[src/rtl/exposure_gain_to_sensor_codes_assert.svh]
// Assertion macros for the exposure-to-sensor-code RTL.
`ifndef EXPOSURE_GAIN_TO_SENSOR_CODES_ASSERT_SVH
`define EXPOSURE_GAIN_TO_SENSOR_CODES_ASSERT_SVH

`ifndef SYNTHESIS

`define EGSC_ASSERT_IMPL(lbl, clk, rst, ante, cons) \
   lbl: assert property (@(posedge clk) disable iff (rst) (ante) |-> (cons)) \
      else $error("%m: same-cycle check failed");

`define EGSC_ASSERT_NEXT(lbl, clk, rst, ante, cons) \
   lbl: assert property (@(posedge clk) disable iff (rst) (ante) |=> (cons)) \
      else $error("%m: next-cycle check failed");

`else

`define EGSC_ASSERT_IMPL(lbl, clk, rst, ante, cons)
`define EGSC_ASSERT_NEXT(lbl, clk, rst, ante, cons)

`endif

`endif

[src/rtl/egsc_pkg.sv]
// Types and constants for the exposure-to-sensor-code converter.
`timescale 1ns / 1ps

package egsc_pkg;

   localparam int unsigned EXP_W   = 22;
   localparam int unsigned GAIN_W  = 20;
   localparam int unsigned LINES_W = 18;
   localparam int unsigned RESID_W = 12;
   localparam int unsigned COMP_W  = 22;
   localparam int unsigned CODE_W  = 7;

   // Shared serial divider: 32-bit dividend, 23-bit divisor.
   localparam int unsigned DIV_NUM_W = 32;
   localparam int unsigned DIV_DEN_W = 23;
   localparam int unsigned DIV_CNT_W = $clog2(DIV_NUM_W);

   localparam logic [DIV_DEN_W-1:0] LINE_TIME_CENTI_US = 23'd2963;
   localparam logic [DIV_DEN_W-1:0] CENTI              = 23'd100;
   localparam logic [RESID_W-1:0]   Q10_ONE            = 12'd1024;
   localparam logic [COMP_W-1:0]    GAIN_MIN_Q10       = 22'd1024;
   localparam logic [COMP_W-1:0]    GAIN_MAX_Q10       = 22'(248 * 1024);

   typedef struct packed {
      logic [EXP_W-1:0]  exposure_us;
      logic [GAIN_W-1:0] requested_gain_q10;
   } egsc_req_type;

   typedef struct packed {
      logic [LINES_W-1:0] exposure_lines;
      logic [RESID_W-1:0] residual_factor_q10;
      logic [COMP_W-1:0]  compensated_gain_q10;
      logic [CODE_W-1:0]  analog_gain_code;
   } egsc_rsp_type;

endpackage

[src/rtl/egsc_stream_if.sv]
// Valid/ready stream interface carrying one payload struct per transaction.
`timescale 1ns / 1ps

interface egsc_stream_if #(parameter type payload_type = logic) ();
   logic        valid;
   logic        ready;
   payload_type payload;

   modport source (output valid, output payload, input ready);
   modport sink (input valid, input payload, output ready);
endinterface

[src/rtl/egsc_serial_div.sv]
// Bit-serial restoring divider, one quotient bit per clock while busy.
`timescale 1ns / 1ps

module egsc_serial_div import egsc_pkg::*; (
   input  logic                 clock,
   input  logic                 reset,
   input  logic                 start,
   input  logic [DIV_NUM_W-1:0] num,
   input  logic [DIV_DEN_W-1:0] den,
   output logic                 done,
   output logic [DIV_NUM_W-1:0] quotient
);

   logic                 busy_ff;
   logic                 done_ff;
   logic [DIV_CNT_W-1:0] cnt_ff;
   logic [DIV_DEN_W-1:0] rem_ff, rem_in;
   logic [DIV_NUM_W-1:0] quo_ff, quo_in;
   logic [DIV_DEN_W-1:0] den_ff;

   logic [DIV_DEN_W:0]   shifted;
   logic [DIV_DEN_W+1:0] diff;
   logic                 fits;

   // The dividend shifts out of the top of quo_ff while quotient bits enter at the bottom.
   always_comb begin
      shifted = {rem_ff, quo_ff[DIV_NUM_W-1]};
      diff    = {1'b0, shifted} - {2'b00, den_ff};
      fits    = ~diff[DIV_DEN_W+1];
      rem_in  = fits ? diff[DIV_DEN_W-1:0] : shifted[DIV_DEN_W-1:0];
      quo_in  = {quo_ff[DIV_NUM_W-2:0], fits};
   end

   always_ff @(posedge clock) begin
      if (reset) begin
         busy_ff <= 1'b0;
         done_ff <= 1'b0;
         cnt_ff  <= '0;
      end else begin
         done_ff <= 1'b0;
         if (start) begin
            busy_ff <= 1'b1;
            cnt_ff  <= DIV_CNT_W'(DIV_NUM_W - 1);
         end else if (busy_ff) begin
            cnt_ff <= cnt_ff - 1'b1;
            if (cnt_ff == '0) begin
               busy_ff <= 1'b0;
               done_ff <= 1'b1;
            end
         end
      end
   end

   always_ff @(posedge clock) begin
      if (start) begin
         rem_ff <= '0;
         quo_ff <= num;
         den_ff <= den;
      end else if (busy_ff) begin
         rem_ff <= rem_in;
         quo_ff <= quo_in;
      end
   end

   assign done     = done_ff;
   assign quotient = quo_ff;

endmodule

[src/rtl/egsc_gain_code.sv]
// Clamps a Q10 gain to 1x..248x and encodes exponent and sixteenths mantissa.
`timescale 1ns / 1ps

module egsc_gain_code import egsc_pkg::*; (
   input  logic [COMP_W-1:0] comp_gain,
   output logic [CODE_W-1:0] gain_code
);

   logic [COMP_W-1:0] clamped;
   logic [11:0]       steps;
   logic [6:0]        coarse;
   logic [2:0]        expo;
   logic [11:0]       norm;

   always_comb begin
      if (comp_gain > GAIN_MAX_Q10) begin
         clamped = GAIN_MAX_Q10;
      end else if (comp_gain < GAIN_MIN_Q10) begin
         clamped = GAIN_MIN_Q10;
      end else begin
         clamped = comp_gain;
      end
      // Gain in sixteenths of 1x; the clamp keeps it within 16..3968.
      steps  = clamped[17:6];
      coarse = steps[11:5];
      expo   = '0;
      for (int i = 0; i < 7; i++) begin
         if (coarse[i]) begin
            expo = 3'(i + 1);
         end
      end
      // After the shift the value lies in 16..31, so its low nibble is the mantissa.
      norm      = steps >> expo;
      gain_code = {expo, norm[3:0]};
   end

endmodule

[src/rtl/exposure_gain_to_sensor_codes.sv]
// Top level: converts an exposure request into line count, residual and gain code.
//
//   channel    direction  payload
//   req_chan   in         exposure_us, requested_gain_q10
//   rsp_chan   out        exposure_lines, residual_factor_q10,
//                         compensated_gain_q10, analog_gain_code
//
// Each transaction runs three divisions in turn on one bit-serial divider,
// then a multiply step (S_GAIN) and an encoding step (S_CODE) that loads
// the result into the output register when it is empty or being taken.
// Synchronous active-high reset clears the sequencer and the output valid flag.
// A new request is accepted once the previous result sits in the output register,
// even while the sink still stalls it.
`timescale 1ns / 1ps
`include "exposure_gain_to_sensor_codes_assert.svh"

module exposure_gain_to_sensor_codes import egsc_pkg::*; (
   input logic           clock,
   input logic           reset,
   egsc_stream_if.sink   req_chan,
   egsc_stream_if.source rsp_chan
);

   localparam logic [2:0] S_IDLE    = 3'd0;
   localparam logic [2:0] S_LINES   = 3'd1;
   localparam logic [2:0] S_LINE_US = 3'd2;
   localparam logic [2:0] S_RESID   = 3'd3;
   localparam logic [2:0] S_GAIN    = 3'd4;
   localparam logic [2:0] S_CODE    = 3'd5;

   logic [2:0]           state_ff, state_in;
   logic [EXP_W-1:0]     exp_ff;
   logic [GAIN_W-1:0]    gain_ff;
   logic [LINES_W-1:0]   lines_ff;
   logic [RESID_W-1:0]   resid_ff;
   logic [COMP_W-1:0]    comp_ff, comp_in;
   logic                 rsp_valid_ff;
   egsc_rsp_type         rsp_data_ff;

   logic                 accept;
   logic                 rsp_load;
   logic                 div_start;
   logic [DIV_NUM_W-1:0] div_num;
   logic [DIV_DEN_W-1:0] div_den;
   logic                 div_done;
   logic [DIV_NUM_W-1:0] div_quo;
   logic [LINES_W-1:0]   lines_sel;
   logic [RESID_W-1:0]   resid_sel;
   logic [DIV_NUM_W-1:0] gain_prod;
   logic [CODE_W-1:0]    gain_code;

   egsc_serial_div u_div (
      .clock    (clock),
      .reset    (reset),
      .start    (div_start),
      .num      (div_num),
      .den      (div_den),
      .done     (div_done),
      .quotient (div_quo)
   );

   egsc_gain_code u_code (
      .comp_gain (comp_ff),
      .gain_code (gain_code)
   );

   assign req_chan.ready   = (state_ff == S_IDLE);
   assign accept           = req_chan.valid && req_chan.ready;
   assign rsp_chan.valid   = rsp_valid_ff;
   assign rsp_chan.payload = rsp_data_ff;

   // Fewer than one whole line still integrates for one line.
   assign lines_sel = (div_quo == '0) ? LINES_W'(1) : div_quo[LINES_W-1:0];
   assign resid_sel = (div_quo < DIV_NUM_W'(Q10_ONE)) ? Q10_ONE : div_quo[RESID_W-1:0];
   assign gain_prod = DIV_NUM_W'(gain_ff) * DIV_NUM_W'(resid_ff);
   assign comp_in   = gain_prod[DIV_NUM_W-1:10];

   always_comb begin
      state_in  = state_ff;
      div_start = 1'b0;
      div_num   = '0;
      div_den   = '0;
      rsp_load  = 1'b0;
      unique case (state_ff)
         S_IDLE: begin
            if (accept) begin
               div_start = 1'b1;
               div_num   = DIV_NUM_W'(req_chan.payload.exposure_us) * DIV_NUM_W'(CENTI);
               div_den   = LINE_TIME_CENTI_US;
               state_in  = S_LINES;
            end
         end
         S_LINES: begin
            if (div_done) begin
               div_start = 1'b1;
               div_num   = DIV_NUM_W'(lines_sel) * DIV_NUM_W'(LINE_TIME_CENTI_US);
               div_den   = CENTI;
               state_in  = S_LINE_US;
            end
         end
         S_LINE_US: begin
            if (div_done) begin
               div_start = 1'b1;
               div_num   = {exp_ff, 10'b0};
               div_den   = div_quo[DIV_DEN_W-1:0];
               state_in  = S_RESID;
            end
         end
         S_RESID: begin
            if (div_done) begin
               state_in = S_GAIN;
            end
         end
         S_GAIN: begin
            state_in = S_CODE;
         end
         S_CODE: begin
            if (!rsp_valid_ff || rsp_chan.ready) begin
               rsp_load = 1'b1;
               state_in = S_IDLE;
            end
         end
         default: begin
            state_in = S_IDLE;
         end
      endcase
   end

   always_ff @(posedge clock) begin
      if (reset) begin
         state_ff     <= S_IDLE;
         rsp_valid_ff <= 1'b0;
      end else begin
         state_ff <= state_in;
         if (rsp_load) begin
            rsp_valid_ff <= 1'b1;
         end else if (rsp_chan.ready) begin
            rsp_valid_ff <= 1'b0;
         end
      end
   end

   always_ff @(posedge clock) begin
      if (accept) begin
         exp_ff  <= req_chan.payload.exposure_us;
         gain_ff <= req_chan.payload.requested_gain_q10;
      end
      if (state_ff == S_LINES && div_done) begin
         lines_ff <= lines_sel;
      end
      if (state_ff == S_RESID && div_done) begin
         resid_ff <= resid_sel;
      end
      if (state_ff == S_GAIN) begin
         comp_ff <= comp_in;
      end
      if (rsp_load) begin
         rsp_data_ff.exposure_lines       <= lines_ff;
         rsp_data_ff.residual_factor_q10  <= resid_ff;
         rsp_data_ff.compensated_gain_q10 <= comp_ff;
         rsp_data_ff.analog_gain_code     <= gain_code;
      end
   end

   `EGSC_ASSERT_IMPL(a_div_done_in_div_state, clock, reset, div_done, (state_ff == S_LINES || state_ff == S_LINE_US || state_ff == S_RESID))
   `EGSC_ASSERT_NEXT(a_accept_starts_lines, clock, reset, accept, (state_ff == S_LINES))
   `EGSC_ASSERT_IMPL(a_rsp_fields_in_range, clock, reset, rsp_valid_ff, (rsp_data_ff.exposure_lines != '0 && rsp_data_ff.residual_factor_q10 >= Q10_ONE))

endmodule

[src/flat_wrapper.sv]
// flat-port wrapper written by rule: the top's interface ports become plain ports
module exposure_gain_to_sensor_codes_flat import egsc_pkg::*;
  (clock, reset, req_chan_valid, req_chan_payload, req_chan_ready, rsp_chan_valid, rsp_chan_payload, rsp_chan_ready);
  egsc_stream_if #(.payload_type(egsc_req_type)) req_chan_i ();
  egsc_stream_if #(.payload_type(egsc_rsp_type)) rsp_chan_i ();
  input logic clock;
  input logic reset;
  input wire logic [$bits(req_chan_i.valid)-1:0] req_chan_valid;
  input wire logic [$bits(req_chan_i.payload)-1:0] req_chan_payload;
  output wire logic [$bits(req_chan_i.ready)-1:0] req_chan_ready;
  output wire logic [$bits(rsp_chan_i.valid)-1:0] rsp_chan_valid;
  output wire logic [$bits(rsp_chan_i.payload)-1:0] rsp_chan_payload;
  input wire logic [$bits(rsp_chan_i.ready)-1:0] rsp_chan_ready;
  assign req_chan_i.valid = req_chan_valid;
  assign req_chan_i.payload = req_chan_payload;
  assign req_chan_ready = req_chan_i.ready;
  assign rsp_chan_valid = rsp_chan_i.valid;
  assign rsp_chan_payload = rsp_chan_i.payload;
  assign rsp_chan_i.ready = rsp_chan_ready;
  exposure_gain_to_sensor_codes u_core (.clock(clock), .reset(reset), .req_chan(req_chan_i), .rsp_chan(rsp_chan_i));
endmodule
[config.mk]
export PLATFORM = sky130hd
export DESIGN_NAME = exposure_gain_to_sensor_codes_flat
export DESIGN_NICKNAME = d
export VERILOG_FILES = /design/src/rtl/egsc_pkg.sv /design/src/rtl/egsc_stream_if.sv /design/src/rtl/egsc_serial_div.sv /design/src/rtl/egsc_gain_code.sv /design/src/rtl/exposure_gain_to_sensor_codes.sv /design/src/flat_wrapper.sv
export VERILOG_INCLUDE_DIRS = /design/src /design/src/rtl
export SDC_FILE = /design/constraint.sdc
export NUM_CORES = 1
export LEC_CHECK = 0
export BUFFER_PORTS_ARGS = -buffer_cell sky130_fd_sc_hd__buf_4
export CORE_MARGIN = 5
export CORE_UTILIZATION = 35
export DETAILED_ROUTE_END_ITERATION = 16
export GPL_ROUTABILITY_DRIVEN = 0
export GPL_TIMING_DRIVEN = 0
export SYNTH_ARGS = -nofsm -noshare
export SYNTH_HDL_FRONTEND = slang
export SYNTH_SLANG_ARGS = --single-unit
[constraint.sdc]
create_clock -name clock -period 7.2 [get_ports clock]
set_input_delay 0 -clock clock [delete_from_list [all_inputs] [get_ports clock]]
set_output_delay 0 -clock clock [all_outputs]
set_load 0.02 [all_outputs]
==> metrics.cfg <==
[outcome]
status = finished, final reports clean

[floorplan]
die_x_um = 270.7
dieArea_um2 = 73260
die-height_um = 270.7
ios = 107
core_um2 = 67280
start_util = 0.3535
num_rows = 95

[placement]
post-place-ws_ns = -0.1461
post-place-cells = 3342
dp.final_hpwl_mm = 48.55
postPlaceCellArea_um2 = 25730
io_buffers = 106

[layout]
diodes = 0
syn_to_final_growth_pct = 13.92
finalInstanceArea_um2 = 27090
nFillCells = 6615
register_area_um2 = 6927
multi_input_area_um2 = 14820
final_nets = 3122
drive_gt1_frac = 0.07671
fin_cells = 3441

[critical_path]
worst-r2r-cell-count = 22
max_stage_delay_ns = 0.55
worstPathRequired_ns = 7.51
worstPathCellList = nor4_1, nand4_1, nor4_4, a41o_2, ha_1, inv_1, fa_1, inv_1, fa_1, fa_1, inv_1, fa_1, inv_1, ha_1, a21o_1, a221o_1, a32oi_1, o21a_1, o21ai_0, o221ai_1, mux2i_1, o211ai_1
critical_path_class = reg -> reg
crit_slowest_cell = edfxtp_1
cp_top_family = adder cells
path_buf_inv = 4
arrival_ns = 7.23
r2r_slack_ns = 0.28
reg2reg_from = u_core.u_div.quotient[11]$_DFFE_PP_
worst_setup_path_end_kind = flip-flop
start_kind = flip-flop
reg2reg_to = u_core.u_div.quotient[28]$_DFFE_PP_
path_max_fanout = 7

[synth]
async_flop_share = 0
ys_types = 83
synth_top_family_by_area = adder cells
ys_ff_latch = 242
synth_compound_area_frac = 0.1045
ys_seq_area_frac = 0.2913
synthMuxAreaShare = 0.006945
syn_inst = 2360
synthTopCellsByCount = 436 x inv_1, 267 x fa_1, 263 x ha_1
synthTopCellsByArea = edfxtp_1 26%, fa_1 22%, ha_1 14%
synth_top_area_frac = 0.2626
synth_top_area_cell = edfxtp_1
synth_most_common_cell = inv_1
synthXorXnorAreaFrac = 0.03020
syn_nets = 2936
synth_enable_flop_cells = 208
synth_simple_gate_area_share = 0.1171
syn_avg_cell_area_um2 = 10.08
ys_warn_count = 0
ys.flop_type = edfxtp_1
netlist_area_um2 = 23780
synth_adder_area_share = 0.3631

[timing]
period_needed_ns = 6.917
fin_skew_ns = 0.02411
fin_ws_ns = 0.2831
rsz0062_at_grt = no
setup_viol = 0
relSlewSlack = 0.1070
timing.fmax_mhz = 144.6
tightest_slew_ns = 1.338
slew_viol_final = 0
period_share = 0.9607
hold_viol = 0

[detailed_routing]
vias_per_cell = 5.028
via_count = 17300
first_iter_violations = 1276
ant_nets = 0
drc = 0
wl_per_cell_um = 17.56
routed_wl_mm = 60.44
dr.pass1.iters = 9

[clock_tree]
cts_tree = built
clk_pin_slew_ns = 0.06
cts.sinks = 242
cts_buffers = 29
clockBufferDepth = 3
insertion_delay_ns = 0.58
htreeDepth = 1
clock-root-buffer = clkbuf_16
post_cts_buffers = 0

[power]
total_power_mw = 12.50
power.density_cell_area_nw_per_um2 = 461.3
power.leakage_nw = 12.39
irDropWorstVdd_mv = 0.8107

[global_routing]
track_usage = 0.1639
grt_pass1_wl_mm = 98.22
grt_start_max_net_pins = 60
grt_overflow = 0
antenna_found_initial = 0
grt_pass1_vias = 18390

[run]
cap_viol_max_count = 0

[hold_path]
hold_path_class = in -> reg
min_to = u_core.gain_ff[3]$_DFFE_PP_
hold_depth = 2
hp-start = req_chan_payload[3]

[worst max path at each step]
stage / from / to / cells past startpoint
after floorplan: u_core.u_div.quotient[26]$_DFFE_PP_ / u_core.u_div.quotient[28]$_DFFE_PP_ / 21
after CTS: u_core.u_div.quotient[11]$_DFFE_PP_ / u_core.u_div.quotient[28]$_DFFE_PP_ / 22
after global placement: u_core.u_div.quotient[11]$_DFFE_PP_ / u_core.u_div.quotient[28]$_DFFE_PP_ / 22
final: u_core.u_div.quotient[11]$_DFFE_PP_ / u_core.u_div.quotient[28]$_DFFE_PP_ / 22
after detailed placement: u_core.u_div.quotient[11]$_DFFE_PP_ / u_core.u_div.quotient[28]$_DFFE_PP_ / 22
after global routing: u_core.u_div.quotient[11]$_DFFE_PP_ / u_core.u_div.quotient[29]$_DFFE_PP_ / 22
[registers in the layout, summed over array words and instances (netlist names)]
| signal | count |
|---|---|
| u_core.lines_ff | 18 |
| u_core.u_div.rem_ff | 23 |
| u_core.rsp_chan.payload | 59 |
| u_core.u_div.den_ff | 23 |
| u_core.state_ff | 3 |
| u_core.u_div.busy_ff | 1 |
| u_core.resid_ff | 12 |
| u_core.comp_ff | 22 |
| u_core.gain_ff | 20 |
| u_core.rsp_chan.valid | 1 |
| u_core.exp_ff | 22 |
| u_core.u_div.quotient | 32 |
| u_core.u_div.cnt_ff | 5 |
| u_core.u_div.done | 1 |
[metrics by stage]
stage	setup TNS, ns	utilization	hold WS, ns
2_1_floorplan	0	-	0.07870
3_3_place_gp	-0.04914	0.3816	0.1813
3_5_place_dp	-0.2229	0.3824	0.1796
4_1_cts	0	0.4025	0.1306
5_1_grt	0	0.4027	0.1404
6_report	0	0.4027	0.1520
[cells by family (layout without fill, tap and decap cells)]
| logic type | count (synthesis) | count (layout) |
|---|---|---|
| buf+inv | 545 | 753 |
| flops | 242 | 242 |
| mux | 16 | 16 |
| simple gates | 580 | 580 |
| compound gates | 365 | 365 |
| xor+xnor | 82 | 82 |
| fa+ha+maj | 530 | 530 |
[what timing repair did]
item	in CTS	in global routing
endpoints found under the setup margin	3	3
endpoints found under the hold margin	57	0
gates resized for setup	1	2
hold buffers	46	0
[power breakdown]
group | leakage [nW] | switching (mW) | total (mW) | internal [mW]
clock network | 0.436 | 0.614 | 1.39 | 0.776
registers | 2.21 | 0.0892 | 1.83 | 1.74
logic | 9.74 | 5.55 | 9.28 | 3.73
[final cells by class]
class                      count  area share
multi-input combinational   1573      0.5469
timing repair buffer         155     0.04794
clock buffer                  32     0.02720
clock inverter                21    0.005634
tap                          873     0.04032
sequential                   242      0.2557
buffer                       106     0.01552
inverter                     439     0.06082
[worst register-to-register path, delay by kind of cell, from the launching register on]
kind	cells	cell delay [ns]
AO/OA/AOI/OAI	8	2.07
adder cells (fa/ha/maj)	6	2.55
buffers and inverters	4	0.22
flip-flops	1	0.55
multiplexers	1	0.33
AND/OR/NAND/NOR	3	0.92
[cell usage in the layout (no fill, tap or decap), types with 12 or more instances in the layout]
master,count
nand2b_1,15
mux2i_1,12
buf_4,108
o21ai_0,85
inv_1,436
nand2_1,246
a21oi_1,95
nor3_1,25
a222oi_1,16
nor2b_1,26
dlygate4sd3_1,46
and2_1,89
dfxtp_1,34
xnor2_1,48
o21a_1,20
and3_1,26
ha_1,263
fa_1,267
clkbuf_16,29
a21o_1,22
a211oi_1,12
edfxtp_1,208
xor2_1,34
nand3_1,14
clkbuf_1,99
nor2_1,89
[layer usage]
metal | part of all wire | track usage | up-vias
li1 | - | - | 8180
met1 | 0.42 | 0.2062 | 8549
met2 | 0.51 | 0.3003 | 495
met3 | 0.050 | 0.02251 | 78
met4 | 0.023 | 0.03545 | 0
met5 | 0 | 0 | -
Power figures use the tool's default switching activity.
